File: config.mk
export PLATFORM = sky130hd
export DESIGN_NAME = nearest_seed_voronoi_pixel_top
export DESIGN_NICKNAME = d
export VERILOG_FILES = /design/src/hdl/nsvp_pkg.sv /design/src/hdl/nearest_seed_voronoi_pixel_top.sv /design/src/hdl/nsvp_ram.sv /design/src/hdl/nsvp_front.sv /design/src/hdl/nsvp_back.sv
export SDC_FILE = /design/constraint.sdc
export NUM_CORES = 2
export LEC_CHECK = 0
export BUFFER_PORTS_ARGS = -buffer_cell sky130_fd_sc_hd__buf_2
export CAP_MARGIN = 25
export CORE_MARGIN = 5
export CORE_UTILIZATION = 63
export CTS_BUF_LIST = sky130_fd_sc_hd__clkbuf_4 sky130_fd_sc_hd__clkbuf_8
export CTS_CLUSTER_SIZE = 10
export DETAILED_ROUTE_END_ITERATION = 10
export PLACE_DENSITY = 0.8
export SLEW_MARGIN = 0
export SYNTH_ARGS = -nofsm -noshare
export SYNTH_HDL_FRONTEND = slang
export SYNTH_HIERARCHICAL = 1
export SYNTH_SLANG_ARGS = --single-unit
File: constraint.sdc
create_clock -name clk -period 7.22 [get_ports clk]
set_input_delay 1.083 -clock clk [delete_from_list [all_inputs] [get_ports clk]]
set_output_delay 1.083 -clock clk [all_outputs]
set_load 0.03 [all_outputs]
File: src/hdl/nsvp_pkg.sv
package nsvp_pkg;

  localparam int IDX_W       = 4;
  localparam int COORD_W     = 12;
  localparam int COLOR_W     = 8;
  localparam int COUNT_W     = 5;
  localparam int QUEUE_DEPTH = 2;

  typedef enum logic {
    CMD_LOAD  = 1'b0,
    CMD_QUERY = 1'b1
  } cmd_t;

  // One queued operation; a query carries its pixel in x and y.
  typedef struct packed {
    cmd_t               cmd;
    logic [IDX_W-1:0]   idx;
    logic [COORD_W-1:0] x;
    logic [COORD_W-1:0] y;
    logic [COLOR_W-1:0] red;
    logic [COLOR_W-1:0] green;
    logic [COLOR_W-1:0] blue;
  } op_t;

  typedef struct packed {
    logic [COLOR_W-1:0] red;
    logic [COLOR_W-1:0] green;
    logic [COLOR_W-1:0] blue;
    logic [IDX_W-1:0]   idx;
    logic               no_seed;
  } result_t;

  typedef enum logic [1:0] {
    ST_IDLE,
    ST_SCAN,
    ST_DONE
  } back_state_t;

  typedef struct packed {
    back_state_t state;
    logic        result_valid;
  } back_status_t;

endpackage

File: src/hdl/nearest_seed_voronoi_pixel_top.sv
// Nearest-seed Voronoi pixel colorer. A load item (command 0) writes one
// entry of the seed table; a query item (command 1) returns the color and
// index of the seed nearest to the pixel by squared Euclidean distance,
// scanning entries 0 to seed_count-1 (saturated at MAX_SEEDS), lowest
// index winning ties. With no seeds in use the result has zero color and
// index and no_seed set. Loads give no result. Items pass through a
// two-entry command queue, so the input keeps taking items, until it is
// full, while a result waits to be popped. In the back end a query reads
// one table entry per cycle on the single read port of the seed RAM, into
// a three-stage distance pipeline and a result hand-off. Items are carried
// out one at a time, in order. The seed table has no reset; every entry
// below seed_count must be loaded before a query reads it. The user must
// write seed_count only while idle; the block itself does not enforce it.
module nearest_seed_voronoi_pixel_top #(
  parameter int MAX_SEEDS  = 16,
  parameter int COORD_BITS = 12
) (
  input  logic                          clk,
  input  logic                          rst,
  // config
  input  logic                          seed_count_we,
  input  logic [nsvp_pkg::COUNT_W-1:0]  seed_count,
  // item input
  input  logic                          push,
  output logic                          full,
  input  logic                          command,
  input  logic [nsvp_pkg::IDX_W-1:0]    seed_index,
  input  logic [nsvp_pkg::COORD_W-1:0]  seed_x,
  input  logic [nsvp_pkg::COORD_W-1:0]  seed_y,
  input  logic [nsvp_pkg::COLOR_W-1:0]  seed_red,
  input  logic [nsvp_pkg::COLOR_W-1:0]  seed_green,
  input  logic [nsvp_pkg::COLOR_W-1:0]  seed_blue,
  input  logic [nsvp_pkg::COORD_W-1:0]  pixel_x,
  input  logic [nsvp_pkg::COORD_W-1:0]  pixel_y,
  // result output
  output logic                          empty,
  input  logic                          pop,
  output logic [nsvp_pkg::COLOR_W-1:0]  out_red,
  output logic [nsvp_pkg::COLOR_W-1:0]  out_green,
  output logic [nsvp_pkg::COLOR_W-1:0]  out_blue,
  output logic [nsvp_pkg::IDX_W-1:0]    nearest_index,
  output logic                          no_seed
);

  logic [nsvp_pkg::COUNT_W-1:0] active_count;
  logic                         op_valid;
  logic                         op_ready;
  nsvp_pkg::op_t                op;
  nsvp_pkg::result_t            res;
  nsvp_pkg::back_status_t       bstat;
  logic                         res_pop;

  // seed_count register
  always_ff @(posedge clk) begin
    if (rst) begin
      active_count <= '0;
    end else if (seed_count_we) begin
      active_count <= seed_count;
    end
  end

  // Front: accept, classify, queue
  nsvp_front #(
    .MAX_SEEDS(MAX_SEEDS)
  ) u_front (
    .clk       (clk),
    .rst       (rst),
    .push      (push),
    .full      (full),
    .command   (command),
    .seed_index(seed_index),
    .seed_x    (seed_x),
    .seed_y    (seed_y),
    .seed_red  (seed_red),
    .seed_green(seed_green),
    .seed_blue (seed_blue),
    .pixel_x   (pixel_x),
    .pixel_y   (pixel_y),
    .op_valid  (op_valid),
    .op_ready  (op_ready),
    .op        (op)
  );

  // Back: table writes and nearest-seed scan
  nsvp_back #(
    .MAX_SEEDS (MAX_SEEDS),
    .COORD_BITS(COORD_BITS)
  ) u_back (
    .clk       (clk),
    .rst       (rst),
    .seed_count(active_count),
    .op_valid  (op_valid),
    .op_ready  (op_ready),
    .op        (op),
    .res_pop   (res_pop),
    .res       (res),
    .status    (bstat)
  );

  assign empty         = !bstat.result_valid;
  assign res_pop       = pop && !empty;
  assign out_red       = res.red;
  assign out_green     = res.green;
  assign out_blue      = res.blue;
  assign nearest_index = res.idx;
  assign no_seed       = res.no_seed;

`ifndef ASSERT_OFF
  // A no_seed result carries zero color and index.
  a_no_seed_zero: assert property (@(posedge clk) disable iff (rst)
    (!empty && no_seed) |->
      (out_red == '0 && out_green == '0 && out_blue == '0 && nearest_index == '0))
    else $error("no_seed result with nonzero payload");

  // A result shows up only as the back end leaves its done state.
  a_result_from_done: assert property (@(posedge clk) disable iff (rst)
    $fell(empty) |-> $past(bstat.state == nsvp_pkg::ST_DONE))
    else $error("result appeared without a finished query");

  // Both queues come out of reset drained.
  a_reset_drained: assert property (@(posedge clk)
    $past(rst) |-> (empty && !full))
    else $error("queues not drained after reset");
`endif

endmodule

File: src/hdl/nsvp_ram.sv
module nsvp_ram #(
  parameter int WIDTH = 48,
  parameter int DEPTH = 16
) (
  input  logic                     clk,
  input  logic                     we,
  input  logic [$clog2(DEPTH)-1:0] waddr,
  input  logic [WIDTH-1:0]         wdata,
  input  logic [$clog2(DEPTH)-1:0] raddr,
  output logic [WIDTH-1:0]         rdata
);

  logic [WIDTH-1:0] mem [DEPTH];

  always_ff @(posedge clk) begin
    if (we) begin
      mem[waddr] <= wdata;
    end
    rdata <= mem[raddr];
  end

endmodule

File: src/hdl/nsvp_front.sv
module nsvp_front #(
  parameter int MAX_SEEDS = 16
) (
  input  logic                            clk,
  input  logic                            rst,
  input  logic                            push,
  output logic                            full,
  input  logic                            command,
  input  logic [nsvp_pkg::IDX_W-1:0]      seed_index,
  input  logic [nsvp_pkg::COORD_W-1:0]    seed_x,
  input  logic [nsvp_pkg::COORD_W-1:0]    seed_y,
  input  logic [nsvp_pkg::COLOR_W-1:0]    seed_red,
  input  logic [nsvp_pkg::COLOR_W-1:0]    seed_green,
  input  logic [nsvp_pkg::COLOR_W-1:0]    seed_blue,
  input  logic [nsvp_pkg::COORD_W-1:0]    pixel_x,
  input  logic [nsvp_pkg::COORD_W-1:0]    pixel_y,
  output logic                            op_valid,
  input  logic                            op_ready,
  output nsvp_pkg::op_t                   op
);

  localparam int QD = nsvp_pkg::QUEUE_DEPTH;
  localparam int PW = (QD > 1) ? $clog2(QD) : 1;
  localparam int FW = $clog2(QD + 1);

  nsvp_pkg::op_t        qmem [QD];
  logic [PW-1:0]        wr_ptr;
  logic [PW-1:0]        rd_ptr;
  logic [FW-1:0]        fill;
  nsvp_pkg::op_t        op_in;
  logic                 keep;
  logic                 enq;
  logic                 deq;

  // Classify: loads aimed past the table are dropped here.
  always_comb begin
    op_in.cmd   = nsvp_pkg::cmd_t'(command);
    op_in.idx   = seed_index;
    op_in.red   = seed_red;
    op_in.green = seed_green;
    op_in.blue  = seed_blue;
    if (op_in.cmd == nsvp_pkg::CMD_QUERY) begin
      op_in.x = pixel_x;
      op_in.y = pixel_y;
    end else begin
      op_in.x = seed_x;
      op_in.y = seed_y;
    end
    keep = (op_in.cmd == nsvp_pkg::CMD_QUERY) || (32'(seed_index) < MAX_SEEDS);
  end

  assign full     = (fill == FW'(QD));
  assign op_valid = (fill != '0);
  assign op       = qmem[rd_ptr];
  assign enq      = push && !full && keep;
  assign deq      = op_valid && op_ready;

  always_ff @(posedge clk) begin
    if (enq) begin
      qmem[wr_ptr] <= op_in;
    end
  end

  always_ff @(posedge clk) begin
    if (rst) begin
      wr_ptr <= '0;
      rd_ptr <= '0;
      fill   <= '0;
    end else begin
      if (enq) begin
        wr_ptr <= (wr_ptr == PW'(QD - 1)) ? '0 : PW'(wr_ptr + 1'b1);
      end
      if (deq) begin
        rd_ptr <= (rd_ptr == PW'(QD - 1)) ? '0 : PW'(rd_ptr + 1'b1);
      end
      case ({enq, deq})
        2'b10:   fill <= FW'(fill + 1'b1);
        2'b01:   fill <= FW'(fill - 1'b1);
        default: fill <= fill;
      endcase
    end
  end

endmodule

File: src/hdl/nsvp_back.sv
module nsvp_back #(
  parameter int MAX_SEEDS  = 16,
  parameter int COORD_BITS = 12
) (
  input  logic                          clk,
  input  logic                          rst,
  input  logic [nsvp_pkg::COUNT_W-1:0]  seed_count,
  input  logic                          op_valid,
  output logic                          op_ready,
  input  nsvp_pkg::op_t                 op,
  input  logic                          res_pop,
  output nsvp_pkg::result_t             res,
  output nsvp_pkg::back_status_t        status
);

  localparam int AW    = $clog2(MAX_SEEDS);
  localparam int CNT_W = $clog2(MAX_SEEDS + 1);
  localparam int CW    = COORD_BITS;
  localparam int COL_W = 3 * nsvp_pkg::COLOR_W;
  localparam int EW    = 2 * CW + COL_W;
  localparam int SQ_W  = 2 * CW;
  localparam int DW    = SQ_W + 1;
  localparam int IW    = nsvp_pkg::IDX_W;
  localparam int CL_W  = nsvp_pkg::COLOR_W;

  nsvp_pkg::back_state_t state;
  nsvp_pkg::back_state_t state_next;

  logic [CNT_W-1:0] count_eff;
  logic [CNT_W-1:0] count_q;
  logic [CNT_W-1:0] iss_cnt;
  logic [CW-1:0]    px_q;
  logic [CW-1:0]    py_q;
  logic             none_q;

  logic             start;
  logic             issue;
  logic             finish;
  logic             ram_we;
  logic [AW-1:0]    waddr;
  logic [EW-1:0]    wdata;
  logic [EW-1:0]    rdata;

  logic             v1, last1;
  logic [AW-1:0]    idx1;
  logic             v2, last2;
  logic [AW-1:0]    idx2;
  logic [CW-1:0]    dx2, dy2;
  logic [COL_W-1:0] col2;
  logic             v3, last3;
  logic [AW-1:0]    idx3;
  logic [SQ_W-1:0]  sqx3, sqy3;
  logic [COL_W-1:0] col3;

  logic [CW-1:0]    sx, sy;
  logic [DW-1:0]    dist3;
  logic [DW-1:0]    best_dist;
  logic [AW-1:0]    best_idx;
  logic [COL_W-1:0] best_col;
  logic             res_valid;

  // Counts past the table size saturate.
  always_comb begin
    if (32'(seed_count) > MAX_SEEDS) begin
      count_eff = CNT_W'(MAX_SEEDS);
    end else begin
      count_eff = CNT_W'(seed_count);
    end
  end

  // FSM outputs
  always_comb begin
    op_ready = (state == nsvp_pkg::ST_IDLE);
    start    = op_valid && op_ready && (op.cmd == nsvp_pkg::CMD_QUERY);
    ram_we   = op_valid && op_ready && (op.cmd == nsvp_pkg::CMD_LOAD);
    issue    = (state == nsvp_pkg::ST_SCAN) && (iss_cnt < count_q);
    finish   = (state == nsvp_pkg::ST_DONE) && (!res_valid || res_pop);
  end

  // FSM next state
  always_comb begin
    state_next = state;
    case (state)
      nsvp_pkg::ST_IDLE: begin
        if (start) begin
          state_next = (count_eff == '0) ? nsvp_pkg::ST_DONE : nsvp_pkg::ST_SCAN;
        end
      end
      nsvp_pkg::ST_SCAN: begin
        if (v3 && last3) begin
          state_next = nsvp_pkg::ST_DONE;
        end
      end
      nsvp_pkg::ST_DONE: begin
        if (finish) begin
          state_next = nsvp_pkg::ST_IDLE;
        end
      end
      default: state_next = nsvp_pkg::ST_IDLE;
    endcase
  end

  always_ff @(posedge clk) begin
    if (rst) begin
      state <= nsvp_pkg::ST_IDLE;
    end else begin
      state <= state_next;
    end
  end

  // Seed table: {x, y, red, green, blue}
  assign waddr = AW'(op.idx);
  assign wdata = {CW'(op.x), CW'(op.y), op.red, op.green, op.blue};

  nsvp_ram #(
    .WIDTH(EW),
    .DEPTH(MAX_SEEDS)
  ) u_table (
    .clk  (clk),
    .we   (ram_we),
    .waddr(waddr),
    .wdata(wdata),
    .raddr(iss_cnt[AW-1:0]),
    .rdata(rdata)
  );

  always_ff @(posedge clk) begin
    if (start) begin
      count_q <= count_eff;
      none_q  <= (count_eff == '0);
      px_q    <= CW'(op.x);
      py_q    <= CW'(op.y);
      iss_cnt <= '0;
    end else if (issue) begin
      iss_cnt <= CNT_W'(iss_cnt + 1'b1);
    end
  end

  // Scan pipeline: read, abs diff, square, accumulate.
  always_ff @(posedge clk) begin
    if (rst) begin
      v1 <= 1'b0;
      v2 <= 1'b0;
      v3 <= 1'b0;
    end else begin
      v1 <= issue;
      v2 <= v1;
      v3 <= v2;
    end
  end

  assign sx = rdata[EW-1 -: CW];
  assign sy = rdata[EW-CW-1 -: CW];

  always_ff @(posedge clk) begin
    last1 <= (CNT_W'(iss_cnt + 1'b1) == count_q);
    idx1  <= iss_cnt[AW-1:0];
    last2 <= last1;
    idx2  <= idx1;
    dx2   <= (sx >= px_q) ? CW'(sx - px_q) : CW'(px_q - sx);
    dy2   <= (sy >= py_q) ? CW'(sy - py_q) : CW'(py_q - sy);
    col2  <= rdata[COL_W-1:0];
    last3 <= last2;
    idx3  <= idx2;
    sqx3  <= SQ_W'(dx2) * SQ_W'(dx2);
    sqy3  <= SQ_W'(dy2) * SQ_W'(dy2);
    col3  <= col2;
  end

  assign dist3 = DW'(sqx3) + DW'(sqy3);

  // Strict less-than keeps the lowest index on ties.
  always_ff @(posedge clk) begin
    if (v3 && ((idx3 == '0) || (dist3 < best_dist))) begin
      best_dist <= dist3;
      best_idx  <= idx3;
      best_col  <= col3;
    end
  end

  always_ff @(posedge clk) begin
    if (finish) begin
      if (none_q) begin
        res.red     <= '0;
        res.green   <= '0;
        res.blue    <= '0;
        res.idx     <= '0;
        res.no_seed <= 1'b1;
      end else begin
        res.red     <= best_col[3*CL_W-1 -: CL_W];
        res.green   <= best_col[2*CL_W-1 -: CL_W];
        res.blue    <= best_col[CL_W-1:0];
        res.idx     <= IW'(best_idx);
        res.no_seed <= 1'b0;
      end
    end
  end

  always_ff @(posedge clk) begin
    if (rst) begin
      res_valid <= 1'b0;
    end else if (finish) begin
      res_valid <= 1'b1;
    end else if (res_pop) begin
      res_valid <= 1'b0;
    end
  end

  assign status.state        = state;
  assign status.result_valid = res_valid;

endmodule

# [Word level (Yosys, flattened, before mapping)]
# Memory sizes are Yosys's and may differ from the RTL's. A register that Yosys moved wholly into a read port is not among the register bits.
# Index checks and enable logic that the tools add are counted.
# W data, S select, Z words.
[op_classes] n_addsub=10 n_mul=2 magnitude_cmp=5 eq_ne=9 muxes=21 bitwise_logic=1 reduce_logical=20
[ops] cell="$mul A12 B12 Y24" n=2
[ops] cell="$sub A12 B12 Y12" n=4
[ops] cell="$add A24 B24 Y25" n=1
[ops] cell="$lt A25 B25 Y1" n=1
[ops] cell="$ge A12 B12 Y1" n=2
[ops] cell="$mux W12" n=2
[ops] cell="$mux W24" n=1
[ops] cell="$mux W1" n=11
[ops] cell="$logic_and A1 B1 Y1" n=9
[ops] cell="$mux W2" n=4
[ops] cell="$eq A2 B2 Y1 const B" n=3
[ops] cell="$pmux W2 S3" n=1
[ops] cell="$reduce_bool A2 Y1" n=3
[ops] cell="$add A5 B1 Y5 const B" n=1
[ops] cell="$eq A5 B5 Y1" n=1
[ops] cell="$gt A5 B5 Y1 const B" n=1
[ops] cell="$logic_not A5 Y1" n=1
[ops] cell="$lt A5 B5 Y1" n=1
[ops] cell="$mux W5" n=1
[ops] cell="$eq A2 B1 Y1 const B" n=2
[ops] cell="$logic_not A4 Y1" n=1
[ops] cell="$ne A2 B1 Y1 const B" n=2
[ops] cell="$pmux W2 S2" n=1
[ops] cell="$reduce_and A3 Y1" n=1
[ops] cell="other kinds (8)" n=11
[word_totals] regBits=267 ram_bits=874 elab_cells=104 mem_count=2
[mem_list] memory="u_back.u_table.mem" words=16 width=48 rd=1 rd_clocked_by_memory_dff=1 write_ports=1 line_no="nsvp_ram.sv:13" source="logic [WIDTH-1:0] mem [DEPTH];"
[mem_list] memory="u_front.qmem" words=2 width=53 rd=1 rd_clocked_by_memory_dff=1 write_ports=1 line_no="nsvp_front.sv:26" source="nsvp_pkg::op_t qmem [QD];"

# [Logic depth before layout (Yosys ltp)]
[logic_depth] ltp_word=6 depth_mapped=22

# [By module]
# The synthesis kept the hierarchy.
[by_module_without_submodules] module="nsvp_ram" n_inst=1 cells_each=1242 area_per_inst_um2=29691.0 seq_area_each_um2=24023.0
[by_module_without_submodules] module="nsvp_back" n_inst=1 cells_each=1833 area_per_inst_um2=18751.7 seq_area_each_um2=6246.0
[by_module_without_submodules] module="nsvp_front" n_inst=1 cells_each=218 area_per_inst_um2=4321.6 seq_area_each_um2=3283.1
[by_module_without_submodules] module="nearest_seed_voronoi_pixel_top" n_inst=1 cells_each=18 area_per_inst_um2=190.2 seq_area_each_um2=100.1

# [Least setup slack after synthesis]
# Ideal clock, no wire load.
[synth_path] kind="register -> register" start="reg (tool-made name)" end="mem u_back.u_table.mem[0][0] (enable)" setup_time_ps=513 arrival_ps=4971 required_time_ps=6707 slack_ps=1736 path_stages_with_launch=7 n_path_buf=2 synth_period_minus_slack_ps=5484 cell_sequence="dfxtp_1 buf_2 buf_2 mux2_2 nor2_1 or3b_2 nor3_1"
[synth_lines] element="end: declaration" line_no="nsvp_ram.sv:13"

# [Final worst setup path]
[layout_path] start="reg u_back.dx2[4]" end="reg u_back.sqx3[23]"
[layout_between] elab_chain_cells=1
[layout_lines] element="start: declaration" line_no="nsvp_back.sv:48" source="logic [CW-1:0] dx2, dy2;"
[layout_lines] element="start signal: assignment" line_no="nsvp_back.sv:160" source="dx2 <= (sx >= px_q) ? CW'(sx - px_q) : CW'(px_q - sx);"
[layout_lines] element="$mul A12 B12 Y24" line_no="nsvp_back.sv:165" source="sqx3 <= SQ_W'(dx2) * SQ_W'(dx2);"
[layout_lines] element="end signal: assignment" line_no="nsvp_back.sv:165"
[layout_lines] element="end: declaration" line_no="nsvp_back.sv:52" source="logic [SQ_W-1:0] sqx3, sqy3;"
# No other way between the ends.
# A chain may end at the register's enable or synchronous reset.

==> out/results.tsv <==
metric	value	unit
worst slew margin relative to its limit	0.258	
required time worst endpoint	7.94	ns
Max stage delay on crit path	0.58	ns
Synth Warn #	6	
post-route cell area	58700	um2
Crit-path slowest cell	dfxtp_1	
Worst-path clk slew	0.06	ns
Post-Syn Instances	3311	
cell mode on critical path	inv_1	
total track usage	0.253	
global-route wire length before repair	173	mm
nets	3987	
Vias/cell	6.03	
layout cells sized above 1	0.213	
CP Launch Type	flop	
most frequent cells in the layout	986 x edfxtp_1, 378 x inv_1, 217 x ha_1	
status	complete, no violations	
Area Growth Syn to Fin	10.9	%
1st-iter DRT viols	2864	
number of synthesized register bits	1188	
Max Slew Vio Count	0	
Worst Path Buf+Inv	6	
Setup Skew	0.0423	ns
worst reg2reg path depth	21	
CTS root buffer	clkbuf_8	
Synth cell types	75	
ys async rst share	0	
Pre-Repair DR Iteration Count	5	
Crit. End Element	flop	
H-tree Lvls	4	
DRC violations left	0	
vias in the first global route	30200	
drt wl/cell	23.6	um
num rows	106	
antenna violations before repair	3	
Syn Nets	3780	
CP cell instances	inv_1 > nor2_1 > inv_1 > fa_1 > inv_1 > ha_1 > a21oi_1 > fa_1 > inv_1 > fa_1 > inv_1 > fa_1 > inv_1 > ha_1 > and3_1 > a21oi_1 > a21boi_0 > a211oi_1 > o21ai_0 > a211o_1 > xnor2_1	
initial core utilization	0.634	
CP top delay family	adder cells	
crit share post-route	0.758	
Slew @ Worst Pin	1.11	ns
CTS tree	yes	
DR vias	28700	
Routed WL	112	mm
final setup violation count	0	
cts bufs inserted	179	
antenna viol nets, final	0	
RSZ-0062 raised after global routing	no	
largest net degree at the start of global routing	150	
RePlAce Congestion	0.855	
number of max-cap violations	0	
Setup Buffers After CTS	0	
mean post-synth cell area	16.0	um2
classification of the worst setup path	flop to flop	
CTS sink cnt	1188	
Post-synth EDFFs	986	
hold buffers post-CTS	0	
top_reg_cell synth	edfxtp_1	
Post-DP HPWL	65.9	mm
DP Area	54800	um2
Worst Path Max Fanout	12	
Ports	118	
sequential fraction of the synthesis area	0.635	
Crit path depth	21	
leading cell type in the layout, fill and taps excluded	edfxtp_1	
Final min period	5.47	ns
total negative setup slack	0	ns
final hold vios	0	
number of port buffers	117	
Die Footprint	90000	um2
Worst Hold Path Cells	0	
hold crit path type	flop to flop	
clock buffer depth	3	
Fmax	183	MHz
Cell Area, Synth	53000	um2
post_cts resized	0	
clk_lat worst skew	0.85	ns
Die Width	300	um
Die Y	300	um
WP data arrival	6.19	ns
gr ovfl total	0	
Core ar.	83600	um2
==> worst paths after layout <==
| path | to | slack [ns] | start |
|---|---|---|---|
| worst max-delay path | u_back/sqx3[23] | 1.75 | u_back/dx2[4] |
| worst min-delay path | u_back/col3[5] | 0.32 | u_back/col2[5] |
| worst max register to register | u_back/sqx3[23] | 1.75 | u_back/dx2[4] |
| worst min register to register | u_back/col3[5] | 0.32 | u_back/col2[5] |
==> synthesized netlist by cell type, drive strengths merged, types with 49 or more instances <==
library cell | number | area [um2]
a21oi | 79 | 399
a22oi | 97 | 728
and2 | 89 | 557
buf | 61 | 343
clkbuf | 61 | 229
dfxtp | 202 | 4040
edfxtp | 986 | 29600
fa | 165 | 3300
ha | 217 | 2720
inv | 380 | 1430
mux2 | 80 | 901
mux4 | 192 | 4320
nand2 | 133 | 499
nor2 | 81 | 304
nor2b | 64 | 400
o21ai | 49 | 245
xnor2 | 62 | 543
==> kinds of logic (layout without fill, tap and decap cells) <==
kind of cell / count (synthesis) / count (layout) / share of synthesized area
DFF: 1188 / 1188 / 0.635
AOI/OAI and AO/OA: 364 / 364 / 0.0474
and+or+nand+nor: 490 / 490 / 0.0479
xor gates and xnor gates: 94 / 94 / 0.0155
adders and majority gates: 382 / 382 / 0.114
buffers and inverters: 502 / 868 / 0.0377
muxes: 291 / 291 / 0.102
other: 0 / 1 / 0
==> registers in the layout, summed over array words and instances (netlist names), 5 cells and up, named ones only <==
name	flops
u_back/u_table/mem	768
u_front/qmem	106
u_back/u_table/rdata	48
u_back/res	29
u_back/best_dist	25
u_back/best_col	24
u_back/col2	24
u_back/col3	24
u_back/sqx3	23
u_back/sqy3	23
u_back/dx2	12
u_back/dy2	12
u_back/px_q	12
u_back/py_q	12
active_count	5
u_back/count_q	5
u_back/iss_cnt	5
==> routing by layer <==
layer | GRT usage | share of wire
met5 | 0 | 0
met1 | 0.323 | 0.37
met3 | 0.0491 | 0.077
met4 | 0.0750 | 0.025
met2 | 0.445 | 0.53
==> metrics by stage <==
stage	cells	hold slack (ns)	setup slack, ns	util
floorplan	3311	0.310	1.74	-
global route	4758	0.328	1.33	0.703
global placement	4413	0.311	1.95	0.655
CTS	4755	0.307	1.75	0.702
detailed placement	4415	0.312	1.81	0.655
finish	4758	0.323	1.75	0.703
==> layout make-up <==
| cell class | instances | area (um2) |
|---|---|---|
| Antenna cell | 1 | 2.50 |
| Clock buffer | 275 | 3340 |
| Timing Repair Buffer | 148 | 908 |
| Multi-Input combinational cell | 1621 | 17500 |
| Fill cell | 5078 | 24800 |
| Inverter | 380 | 1430 |
| Clock inverter | 65 | 566 |
| Tap cell | 1080 | 1350 |
| Sequential cell | 1188 | 33700 |
Power is left out: the tool's default activity adds up to more than one toggle a clock period on the data nets, which glitch-free logic cannot reach.
